**config.mk**
```make
export PLATFORM = sky130hd
export DESIGN_NAME = binary_heap_priority_queue_top
export DESIGN_NICKNAME = d
export VERILOG_FILES = /design/src/design/bhpq_pkg.sv /design/src/design/bhpq_ram.sv /design/src/design/binary_heap_priority_queue_top.sv
export VERILOG_INCLUDE_DIRS = /design/src /design/src/design
export SDC_FILE = /design/constraint.sdc
export NUM_CORES = 2
export LEC_CHECK = 0
export ABC_AREA = 0
export BUFFER_PORTS_ARGS = -buffer_cell sky130_fd_sc_hd__buf_2
export CORE_UTILIZATION = 40
export CTS_CLUSTER_DIAMETER = 80
export CTS_CLUSTER_SIZE = 12
export DETAILED_ROUTE_END_ITERATION = 10
export PLACE_DENSITY = 0.65
export SETUP_SLACK_MARGIN = 0.02
export SYNTH_ARGS = -nofsm -noshare
export SYNTH_HDL_FRONTEND = slang
export SYNTH_HIERARCHICAL = 1
export SYNTH_SLANG_ARGS = --single-unit
export TNS_END_PERCENT = 50
```
**constraint.sdc**
```tcl
create_clock -name clk -period 5.1 [get_ports clk]
set_input_delay 0.255 -clock clk [delete_from_list [all_inputs] [get_ports clk]]
set_output_delay 0.255 -clock clk [all_outputs]
set_load 0.02 [all_outputs]
```
**src/design/assert_macros.svh**
```systemverilog
// Assertion macros shared by the heap queue RTL.
// Every macro samples on clk and is disabled while arst_n is low.
`ifndef ASSERT_MACROS_SVH
`define ASSERT_MACROS_SVH

// A property that must hold at every clock edge outside reset.
`define CHECK_ALWAYS(label, prop, msg) \
	label: assert property (@(posedge clk) disable iff (!arst_n) (prop)) else $error(msg);

// An implication from a condition to a consequent in the next cycle.
`define CHECK_NEXT(label, cond, prop, msg) \
	label: assert property (@(posedge clk) disable iff (!arst_n) (cond) |=> (prop)) \
		else $error(msg);

// An implication whose consequent holds in the same cycle.
`define CHECK_SAME(label, cond, prop, msg) \
	label: assert property (@(posedge clk) disable iff (!arst_n) (cond) |-> (prop)) \
		else $error(msg);

`endif

```
**src/design/bhpq_pkg.sv**
```systemverilog
// Types, codes and the key compare for the binary heap priority queue.
// No dependencies; used by the top level.
`default_nettype none

package bhpq_pkg;

	localparam int KEY_W    = 32;
	localparam int STATUS_W = 2;
	localparam int POS_W    = 6;
	localparam int OCC_W    = 7;

	typedef enum logic [STATUS_W-1:0] {
		STATUS_OK    = 2'd0,
		STATUS_FULL  = 2'd1,
		STATUS_EMPTY = 2'd2
	} status_t;

	typedef enum logic {
		MODE_INSERT  = 1'b0,
		MODE_EXTRACT = 1'b1
	} mode_t;

	// Register index as seen on paddr[2].
	localparam logic REG_ORDER_SELECT = 1'b0;

	typedef enum logic [3:0] {
		ST_IDLE,
		ST_UP_RD,
		ST_UP_CMP,
		ST_DN_ROOT,
		ST_DN_LAST,
		ST_DN_KEY,
		ST_DN_LEFT,
		ST_DN_RIGHT,
		ST_DN_CMP,
		ST_FINISH
	} state_t;

	// True when key a must sit above key b; min_first selects the min-heap order.
	function automatic logic beats(input logic signed [KEY_W-1:0] a,
			input logic signed [KEY_W-1:0] b, input logic min_first);
		return min_first ? (a < b) : (a > b);
	endfunction

endpackage

`default_nettype wire

```
**src/design/bhpq_ram.sv**
```systemverilog
// Generic single-write, single-read synchronous RAM with registered read data.
// No dependencies.
`default_nettype none

module bhpq_ram #(
	parameter int WIDTH = 32,
	parameter int DEPTH = 64
) (
	input  wire logic                     clk,
	input  wire logic                     wr_en,
	input  wire logic [$clog2(DEPTH)-1:0] wr_addr,
	input  wire logic [WIDTH-1:0]         wr_data,
	input  wire logic                     rd_en,
	input  wire logic [$clog2(DEPTH)-1:0] rd_addr,
	output logic      [WIDTH-1:0]         rd_data
);

	logic [WIDTH-1:0] mem_q [DEPTH];

	always_ff @(posedge clk) begin
		if (wr_en) begin
			mem_q[wr_addr] <= wr_data;
		end
		if (rd_en) begin
			rd_data <= mem_q[rd_addr];
		end
	end

endmodule

`default_nettype wire

```
**src/design/binary_heap_priority_queue_top.sv**
```systemverilog
// Binary heap priority queue: insert sifts up through ST_UP_RD and ST_UP_CMP for each level
// climbed, extract sifts down through ST_DN_LEFT, ST_DN_RIGHT and ST_DN_CMP for each level
// descended, all through one single-port-read RAM. A full insert or an empty extract goes
// straight to ST_FINISH. One item is in work at a time: in_stall holds until the result
// is registered, and ST_FINISH waits while the output is stalled.
// Reset clears the state, the count, order_select and out_valid only.
`default_nettype none

`include "assert_macros.svh"

module binary_heap_priority_queue_top
	import bhpq_pkg::*;
#(
	parameter int CAPACITY = 64
) (
	input  wire logic                clk,
	input  wire logic                arst_n,
	input  wire logic                psel,
	input  wire logic                penable,
	input  wire logic                pwrite,
	input  wire logic [2:0]          paddr,
	input  wire logic [31:0]         pwdata,
	output logic      [31:0]         prdata,
	output logic                     pready,
	input  wire logic                in_valid,
	output logic                     in_stall,
	input  wire logic                mode,
	input  wire logic signed [KEY_W-1:0] key,
	output logic                     out_valid,
	input  wire logic                out_stall,
	output logic [STATUS_W-1:0]      status,
	output logic signed [KEY_W-1:0]  value,
	output logic [POS_W-1:0]         position,
	output logic [OCC_W-1:0]         occupancy
);

	localparam int AW = $clog2(CAPACITY);
	localparam int CW = $clog2(CAPACITY + 1);
	localparam int LW = AW + 2;

	state_t state_q, state_d;

	logic [CW-1:0]          count_q;
	logic                   order_q;
	logic                   op_q;
	status_t                status_q;
	logic signed [KEY_W-1:0] key_q;
	logic signed [KEY_W-1:0] value_q;
	logic signed [KEY_W-1:0] child_q;
	logic [AW-1:0]          pos_q;
	logic                   left_win_q;
	logic                   right_ok_q;

	logic                   out_valid_q;
	status_t                out_status_q;
	logic signed [KEY_W-1:0] out_value_q;
	logic [POS_W-1:0]       out_pos_q;
	logic [OCC_W-1:0]       out_occ_q;

	logic                   ram_we, ram_re;
	logic [AW-1:0]          ram_waddr, ram_raddr;
	logic [KEY_W-1:0]       ram_wdata, ram_rdata;
	logic signed [KEY_W-1:0] rd_key;

	logic                   in_accept, cfg_write, full, out_free, right_win;
	logic [AW-1:0]          pos_m1, parent;
	logic [LW-1:0]          left_w, right_w, cnt_w;
	logic [AW+POS_W-1:0]    pos_ext;
	logic [CW+OCC_W-1:0]    occ_ext;

	assign in_stall  = (state_q != ST_IDLE);
	assign in_accept = in_valid && !in_stall;
	assign full      = (count_q == CW'(CAPACITY));
	assign out_free  = !out_valid_q || !out_stall;
	assign rd_key    = ram_rdata;

	assign pos_m1  = pos_q - 1'b1;
	assign parent  = pos_m1 >> 1;
	assign left_w  = {1'b0, pos_q, 1'b1};
	assign right_w = left_w + 1'b1;
	assign cnt_w   = {{(LW-CW){1'b0}}, count_q};

	assign right_win = right_ok_q && beats(rd_key, left_win_q ? child_q : key_q, order_q);

	// Configuration port.
	assign pready    = 1'b1;
	assign cfg_write = psel && penable && pwrite && pready;
	assign prdata    = (paddr[2] == REG_ORDER_SELECT) ? {31'd0, order_q} : 32'd0;

	bhpq_ram #(
		.WIDTH(KEY_W),
		.DEPTH(CAPACITY)
	) u_store (
		.clk    (clk),
		.wr_en  (ram_we),
		.wr_addr(ram_waddr),
		.wr_data(ram_wdata),
		.rd_en  (ram_re),
		.rd_addr(ram_raddr),
		.rd_data(ram_rdata)
	);

	always_ff @(posedge clk or negedge arst_n) begin
		if (!arst_n) begin
			state_q <= ST_IDLE;
		end else begin
			state_q <= state_d;
		end
	end

	// The moving key stays in key_q; the RAM slot it passes through is a hole that
	// takes the displaced neighbor, and the key is written once where it stops.
	always_comb begin
		state_d   = state_q;
		ram_we    = 1'b0;
		ram_waddr = pos_q;
		ram_wdata = key_q;
		ram_re    = 1'b0;
		ram_raddr = parent;
		unique case (state_q)
			ST_IDLE: begin
				if (in_accept) begin
					if (mode == MODE_EXTRACT) begin
						state_d = (count_q == '0) ? ST_FINISH : ST_DN_ROOT;
					end else begin
						state_d = full ? ST_FINISH : ST_UP_RD;
					end
				end
			end
			ST_UP_RD: begin
				if (pos_q == '0) begin
					ram_we  = 1'b1;
					state_d = ST_FINISH;
				end else begin
					ram_re  = 1'b1;
					state_d = ST_UP_CMP;
				end
			end
			ST_UP_CMP: begin
				ram_we = 1'b1;
				if (beats(key_q, rd_key, order_q)) begin
					ram_wdata = ram_rdata;
					state_d   = ST_UP_RD;
				end else begin
					state_d = ST_FINISH;
				end
			end
			ST_DN_ROOT: begin
				ram_re    = 1'b1;
				ram_raddr = '0;
				state_d   = ST_DN_LAST;
			end
			ST_DN_LAST: begin
				ram_re    = 1'b1;
				ram_raddr = count_q[AW-1:0];
				state_d   = ST_DN_KEY;
			end
			ST_DN_KEY: begin
				state_d = (count_q == '0) ? ST_FINISH : ST_DN_LEFT;
			end
			ST_DN_LEFT: begin
				if (left_w >= cnt_w) begin
					ram_we  = 1'b1;
					state_d = ST_FINISH;
				end else begin
					ram_re    = 1'b1;
					ram_raddr = left_w[AW-1:0];
					state_d   = ST_DN_RIGHT;
				end
			end
			ST_DN_RIGHT: begin
				if (right_w < cnt_w) begin
					ram_re    = 1'b1;
					ram_raddr = right_w[AW-1:0];
				end
				state_d = ST_DN_CMP;
			end
			ST_DN_CMP: begin
				ram_we = 1'b1;
				if (right_win) begin
					ram_wdata = ram_rdata;
					state_d   = ST_DN_LEFT;
				end else if (left_win_q) begin
					ram_wdata = child_q;
					state_d   = ST_DN_LEFT;
				end else begin
					state_d = ST_FINISH;
				end
			end
			ST_FINISH: begin
				if (out_free) begin
					state_d = ST_IDLE;
				end
			end
			default: begin
				state_d = ST_IDLE;
			end
		endcase
	end

	// Control registers.
	always_ff @(posedge clk or negedge arst_n) begin
		if (!arst_n) begin
			count_q     <= '0;
			order_q     <= 1'b0;
			out_valid_q <= 1'b0;
		end else begin
			if (cfg_write && paddr[2] == REG_ORDER_SELECT) begin
				order_q <= pwdata[0];
			end
			if (in_accept) begin
				if (mode == MODE_EXTRACT) begin
					if (count_q != '0) begin
						count_q <= count_q - 1'b1;
					end
				end else if (!full) begin
					count_q <= count_q + 1'b1;
				end
			end
			if (state_q == ST_FINISH && out_free) begin
				out_valid_q <= 1'b1;
			end else if (!out_stall) begin
				out_valid_q <= 1'b0;
			end
		end
	end

	// Item datapath registers.
	always_ff @(posedge clk) begin
		case (state_q)
			ST_IDLE: begin
				if (in_accept) begin
					op_q  <= mode;
					key_q <= key;
					if (mode == MODE_EXTRACT) begin
						status_q <= (count_q == '0) ? STATUS_EMPTY : STATUS_OK;
						pos_q    <= '0;
					end else begin
						status_q <= full ? STATUS_FULL : STATUS_OK;
						pos_q    <= count_q[AW-1:0];
					end
				end
			end
			ST_UP_CMP: begin
				if (beats(key_q, rd_key, order_q)) begin
					pos_q <= parent;
				end
			end
			ST_DN_LAST: begin
				value_q <= rd_key;
			end
			ST_DN_KEY: begin
				key_q <= rd_key;
			end
			ST_DN_RIGHT: begin
				child_q    <= rd_key;
				left_win_q <= beats(rd_key, key_q, order_q);
				right_ok_q <= (right_w < cnt_w);
			end
			ST_DN_CMP: begin
				if (right_win) begin
					pos_q <= right_w[AW-1:0];
				end else if (left_win_q) begin
					pos_q <= left_w[AW-1:0];
				end
			end
			default: begin
			end
		endcase
	end

	assign pos_ext = {{POS_W{1'b0}}, pos_q};
	assign occ_ext = {{OCC_W{1'b0}}, count_q};

	// Output register.
	always_ff @(posedge clk) begin
		if (state_q == ST_FINISH && out_free) begin
			out_status_q <= status_q;
			out_value_q  <= (op_q == MODE_EXTRACT && status_q == STATUS_OK) ? value_q : '0;
			out_pos_q    <= (op_q == MODE_INSERT && status_q == STATUS_OK) ?
				pos_ext[POS_W-1:0] : '0;
			out_occ_q    <= occ_ext[OCC_W-1:0];
		end
	end

	assign out_valid = out_valid_q;
	assign status    = out_status_q;
	assign value     = out_value_q;
	assign position  = out_pos_q;
	assign occupancy = out_occ_q;

	`CHECK_ALWAYS(a_count_bound, count_q <= CW'(CAPACITY), "entry count above capacity")
	`CHECK_NEXT(a_count_only_on_accept, !in_accept, $stable(count_q), "count moved without an item")
	`CHECK_NEXT(a_accept_leaves_idle, in_accept, state_q != ST_IDLE, "accepted item not worked on")
	`CHECK_SAME(a_result_from_finish, $rose(out_valid), $past(state_q == ST_FINISH),
		"result shown without a finished item")

endmodule

`default_nettype wire
```
Yosys cells after proc, flatten, opt, wreduce, memory -nomap -nowiden:

Memory sizes are Yosys's and may differ from the RTL's. A register that Yosys moved wholly into a read port is not among the register bits.
Cells that the tools add are included.

* output and inout port bits: 82
* memories kept: 1
* memory bits (writable): 2048
* flip-flop bits (word level): 167

* muxes and demuxes: 48
* add/sub/neg operators: 4
* eq/ne operators: 17
* bitwise gates (word level): 2
* $lt $le $gt $ge: 8
* reductions and logical operators: 27

Memory list
* u_store.mem_q: words 64, width 32, rd ports 1, clocked after memory_dff 1, wr ports 1, line bhpq_ram.sv:18 `logic [WIDTH-1:0] mem_q [DEPTH];`

Operator list (count)
* $mux 32: 4
* $pmux 32 s2: 2
* $gt 32x32->1: 3
* $lt 32x32->1: 3
* $mux 4: 11
* $mux 6: 7
* $pmux 4 s10: 1
* $pmux 6 s4: 1
* $mux 7: 3
* $pmux 6 s3: 1
* $eq 4x3->1 const B: 4
* $mux 1: 14
* $add 7x1->8 const B: 1
* $eq 4x2->1 const B: 2
* $eq 4x4->1 const B: 2
* $logic_and 1x1->1: 8
* $lt 8x7->1: 1
* $ne 2x2->1 const B: 4
* $add 7x1->7 const B: 1
* $eq 7x7->1 const B: 1
* $ge 7x7->1: 1
* $logic_not 7->1: 1
* $reduce_bool 7->1: 1
* $sub 7x1->7 const B: 1
* other kinds (20): 28

Depth between registers and ports, before layout:

* depth in word-level cells: 6
* gate-level depth with buffers: 21
* mapped depth without buffers: 16

By module:

The synthesis kept the hierarchy.

By module, submodules not included
* bhpq_ram: area an instance 78835.6 um2, cells an instance 3324, times used 1, seq. area each 62459.9 um2
* binary_heap_priority_queue_top: area an instance 10551.4 um2, cells an instance 930, times used 1, seq. area each 4949.7 um2

Least setup slack after synthesis:

OpenSTA, ideal clock, no wires.

* path type: reg-to-reg
* from: register left_win_q
* to: memory u_store.mem_q[0][19] (data pin)
* cell stages (with the launch flop): 13
* clock period less this slack: 5.641 ns
* buffers on the path: 2
* data arrival time: 5.074 ns
* path slack: -0.541 ns
* library setup time: 0.567 ns
* cells stage by stage: edfxtp_1 -> clkbuf_1 -> buf_1 -> mux2i_1 -> ha_1 -> nand4_1 -> or4_4 -> a21o_1 -> a41oi_2 -> o21ai_1 -> a21oi_2 -> a221oi_4 -> o221ai_1

* word-level cells in the longest chain between the ends: 6
* elaborated cells on any way between the ends: 7
* classes of those cells: order compare: 2; mux: 4; reduce/logical: 1

Ends and longest elaborated chain
* start, declared: line binary_heap_priority_queue_top.sv:51 `logic left_win_q;`
* start signal, assigned: line binary_heap_priority_queue_top.sv:257 `left_win_q <= beats(rd_key, key_q, order_q);`
* $mux 32 *: line binary_heap_priority_queue_top.sv:83, binary_heap_priority_queue_top.sv:183
* $gt 32x32->1 or $lt 32x32->1 (tied branches): line bhpq_pkg.sv:42 `return min_first ? (a < b) : (a > b);`
* $mux 1: line bhpq_pkg.sv:42
* $logic_and 1x1->1: line binary_heap_priority_queue_top.sv:83 `assign right_win = right_ok_q && beats(rd_key, left_win_q ? child_q : key_q, order_q);`
* $mux 32 *: line binary_heap_priority_queue_top.sv:180 `if (right_win) begin`
* $pmux 32 s2 *: line binary_heap_priority_queue_top.sv:120 `unique case (state_q)`
* net ram_wdata[19]: line binary_heap_priority_queue_top.sv:62 `logic [KEY_W-1:0] ram_wdata, ram_rdata;`
* end, declared: line bhpq_ram.sv:18

Mark *: on every way through the listed nets, which the timed path passes. The rest lies on a longest branch.

Worst setup path in the final report:

* from: register pos_q[1]
* to: register u_store.rd_data[10] (read register of u_store.mem_q) (data pin)

* word-level cells in the longest chain between the ends: 4
* elaborated cells on any way between the ends: 12
* classes of those cells: add/sub: 2; order compare: 2; mux: 7; reduce/logical: 1

Ends and longest elaborated chain
* start, declared: line binary_heap_priority_queue_top.sv:50 `logic [AW-1:0] pos_q;`
* start signal, assigned: line binary_heap_priority_queue_top.sv:240 `pos_q <= count_q[AW-1:0];`
* start signal, assigned: line binary_heap_priority_queue_top.sv:246 `pos_q <= parent;`
* start signal, assigned: line binary_heap_priority_queue_top.sv:262 `pos_q <= right_w[AW-1:0];`
* $add 7x1->8: line binary_heap_priority_queue_top.sv:80 `assign right_w = left_w + 1'b1;`
* $lt 8x7->1: line binary_heap_priority_queue_top.sv:172 `if (right_w < cnt_w) begin`
* $mux 6: line binary_heap_priority_queue_top.sv:172
* $pmux 6 s4 *: line binary_heap_priority_queue_top.sv:120
* net ram_raddr[1]: line binary_heap_priority_queue_top.sv:61 `logic [AW-1:0] ram_waddr, ram_raddr;`
* end, declared: line bhpq_ram.sv:15 `output logic [WIDTH-1:0] rd_data`

Marks and branches as above.
A chain may end at the register's enable or synchronous reset.

==> results.txt <==
----------------------------------------------------
[Status]
  Status ... finished, final reports clean

[STA]
  Number of endpoints with negative hold slack in the final report ... 0
  Final worst path period share ... 0.961
  Transition at the pin with the smallest max-transition slack ... 1.12 ns
  Setup skew after layout ... 0.0380 ns
  Number of slew-limit violations in the final report ... 0
  Rel. slew slack ... 0.251
  Number of endpoints failing setup at the final stage ... 0
  Smallest setup slack after layout ... 0.201 ns
  Final critical-path required period ... 4.90 ns
  Max Clk Rate ... 204 MHz
  Setup TNS ... 0 ns
  RSZ-0062 raised after global routing ... no

[Drt]
  Detailed Route Iter0 Violations ... 4769
  DRC violation count after routing ... 0
  Routed via count divided by cell count ... 5.76
  Final routed wirelength across all metal layers ... 222000 um
  DR pass1 iterations ... 7
  Final antenna-violating net count ... 0
  Routed length per placed instance ... 28.8 um
  Via count ... 44300

[Layout]
  Total number of nets in the final design ... 4843
  Leading cell type in the layout, fill and taps excluded ... edfxtp_1
  Share of layout cells above drive strength 1 ... 0.282
  Commonest cells after routing, fill and taps aside ... edfxtp_1, mux4_2, buf_4
  P&R area growth vs syn ... 14.9%
  Post-Layout Inst Area ... 103000 um^2
  Core occupancy in the finished layout ... 0.463

[Yosys]
  Warnings, synthesis ... 6
  Ys async rst share ... 0.00579
  Post-synthesis register bit count ... 2247
  Cell types occupying the most area after synthesis ... edfxtp_1, mux4_2, mux2i_1
  Count of different cell masters after synthesis ... 86
  Register area share after synthesis ... 0.754
  Synth Area per Inst ... 21.0 um^2
  Post-synth EDFFs ... 2234
  Yosys top cell area share ... 0.750
  Syn Std Cell Area ... 89400 um^2
  Mapped Cells ... 4254
  Cell type with the largest total area after synthesis ... edfxtp_1
  Most used flip-flop cell after synthesis ... edfxtp_1

[Floorplanning]
  Floorplan row count ... 173
  Area enclosed by the die boundary ... 225000 um^2
  Area of the core region ... 222000 um^2
  Die Ht ... 475 um
  Die boundary width ... 475 um
  Effective utilization at floorplan ... 0.402
  Number of I/O pins ... 157

[Placed design]
  Weighted congestion reported at the end of routability-driven placement ... 0.862
  Input/output buffers ... 91
  HPWL after DPL ... 127000 um
  Placed standard-cell area ... 96700 um^2
  Worst Setup Slack post-DPL ... 0.118 ns

[Global route]
  Vias in the first global route ... 45000
  Largest net degree at the start of global routing ... 65
  Gr usage total ... 0.197
  First-pass GRT wire length ... 319000 um
  Overflow left after global routing ... 0
  Number of antenna violations at the first check in global routing ... 5

[Setup path]
  Crit path DAT ... 5.50 ns
  WS Path Type ... reg -> reg
  Startpoint kind of the worst setup timing path ... flop
  CP endpoint kind ... flop
  Worst endpoint required time ... 5.70 ns
  Worst Path Max Fanout ... 31

[CTS]
  CTS max path bufs ... 3
  Total number of H-tree levels ... 4
  Clk Tree Root Cell ... clkbuf_16
  Clock tree from TritonCTS ... yes
  Clock-pin slew on the worst setup and hold paths ... 0.07 ns
  Clock sink count ... 2247
  Number of buffers created by CTS ... 207
  Clock Latency Late Sink ... 0.86 ns

[Power]
  Static leakage power ... 32.7 nW
  Power density relative to cell area ... 729 nW/um^2
  Total power after layout ... 74.9 mW
  VDD IR-drop max ... 569 uV

[Flow run]
  Max-cap violations ... 0

[Worst hold path]
  Classification of the worst-slack hold path ... in -> reg

----------------------------------------------------
-- sequential cells by signal (all words and copies together) (netlist names) --
register	count
status_q	2
child_q	32
op_q	1
state_q	4
value_q	32
count_q	7
position	6
out_valid	1
pos_q	6
left_win_q	1
occupancy	7
status	2
right_ok_q	1
key_q	32
u_store/mem_q	2048
u_store/rd_data	32
value	32
order_q	1
-- critical path, cell delays in order, from the launching register on --
cell,delay (ns)
edfxtp_1,0.41
inv_1,0.17
ha_1,0.28
ha_1,0.29
o21a_1,0.10
o21a_1,0.16
o21ai_0,0.16
a21oi_1,0.13
nand2b_1,0.21
a211oi_1,0.53
o221ai_4,0.24
buf_12,0.23
buf_12,0.22
or2_2,0.49
o22ai_1,0.21
nor2_1,0.08
buf_4,0.17
a21oi_1,0.24
buf_4,0.20
nor2_1,0.05
-- cell families (layout without fill, tap and decap cells) --
group           after synthesis  count (layout)  share of synthesized area
compound gates              379             379                     0.0313
mux                         702             702                      0.155
fa+ha+maj                    90              90                     0.0127
buf+inv                     339             770                     0.0183
xor+xnor                     15              15                    0.00147
simple gates                480             480                     0.0268
other cells                   2              33                  0.0000840
flops                      2247            2247                      0.754
-- power breakdown --
part	internal, mW	leakage, nW	total, mW	switching, mW
registers	25.0	20.3	25.7	0.683
clock network	7.26	2.71	13.6	6.39
logic	15.0	9.62	35.6	20.6
-- final timing paths --
kind	to	slack (ns)	startpoint	cells past startpoint
setup / recovery	u_store/rd_data[10]	0.20	pos_q[1]	19
hold / removal	out_valid	0.23	out_stall	4
setup reg to reg	u_store/rd_data[10]	0.20	pos_q[1]	19
hold reg to reg	occupancy[6]	0.51	count_q[6]	0
max in group asynchronous	count_q[0]	4.11	arst_n	3
min in group asynchronous	state_q[3]	0.54	arst_n	3
-- Yosys cell counts (5+ instances only) --
| library cell | count |
|---|---|
| mux2i_1 | 125 |
| edfxtp_1 | 2234 |
| buf_4 | 57 |
| nand4_1 | 11 |
| a22oi_1 | 16 |
| nor2b_1 | 19 |
| nand3b_1 | 7 |
| or2_2 | 5 |
| o21ai_0 | 27 |
| o22ai_1 | 90 |
| xor2_1 | 5 |
| nand2b_1 | 48 |
| o221ai_1 | 32 |
| mux4_2 | 544 |
| a221oi_1 | 5 |
| nor4_1 | 5 |
| a21o_1 | 6 |
| nor2_1 | 178 |
| buf_2 | 63 |
| mux2_2 | 32 |
| o211ai_1 | 6 |
| dfrtp_1 | 13 |
| and3_1 | 8 |
| nor3_1 | 28 |
| a21oi_1 | 104 |
| nand2_1 | 80 |
| a311oi_1 | 8 |
| inv_1 | 91 |
| xnor2_1 | 10 |
| a31oi_1 | 5 |
| buf_1 | 25 |
| clkbuf_1 | 93 |
| and2_1 | 42 |
| o221ai_2 | 30 |
| ha_1 | 89 |
| a41o_1 | 5 |
| buf_6 | 9 |
| nand3_1 | 21 |
-- metal layers --
layer | part of all wire | vias up | track usage
met3 | 0.083 | 324 | 0.0354
met1 | 0.40 | 23600 | 0.269
li1 | - | 18400 | -
met5 | 0 | - | 0
met2 | 0.48 | 1962 | 0.319
met4 | 0.034 | 0 | 0.0678
-- area by class of cell --
| cell class | instances | area, um^2 |
|---|---|---|
| Sequential cell | 2247 | 67400 |
| Fill cell | 18200 | 119000 |
| Inverter | 92 | 345 |
| Tap cell | 2975 | 3720 |
| Multi-Input combinational cell | 1698 | 21400 |
| Antenna cell | 1 | 2.50 |
| Timing Repair Buffer | 432 | 4270 |
| Clock buffer | 227 | 5260 |
| Clock inverter | 19 | 287 |
-- repair_timing --
action	CTS	global route
resized for setup	0	2
hold endpoints to repair	56	0
setup buffers	0	4
hold buffers	40	0
setup endpoints to repair	0	22
-- through the flow --
stage	std cells	hold slack (ns)
5_1_grt	7690	0.222
4_1_cts	7686	0.175
3_3_place_gp	7400	0.166
6_report	7691	0.233
3_5_place_dp	7400	0.172
2_1_floorplan	4284	-0.0406
(Power assumes the default switching activity.)
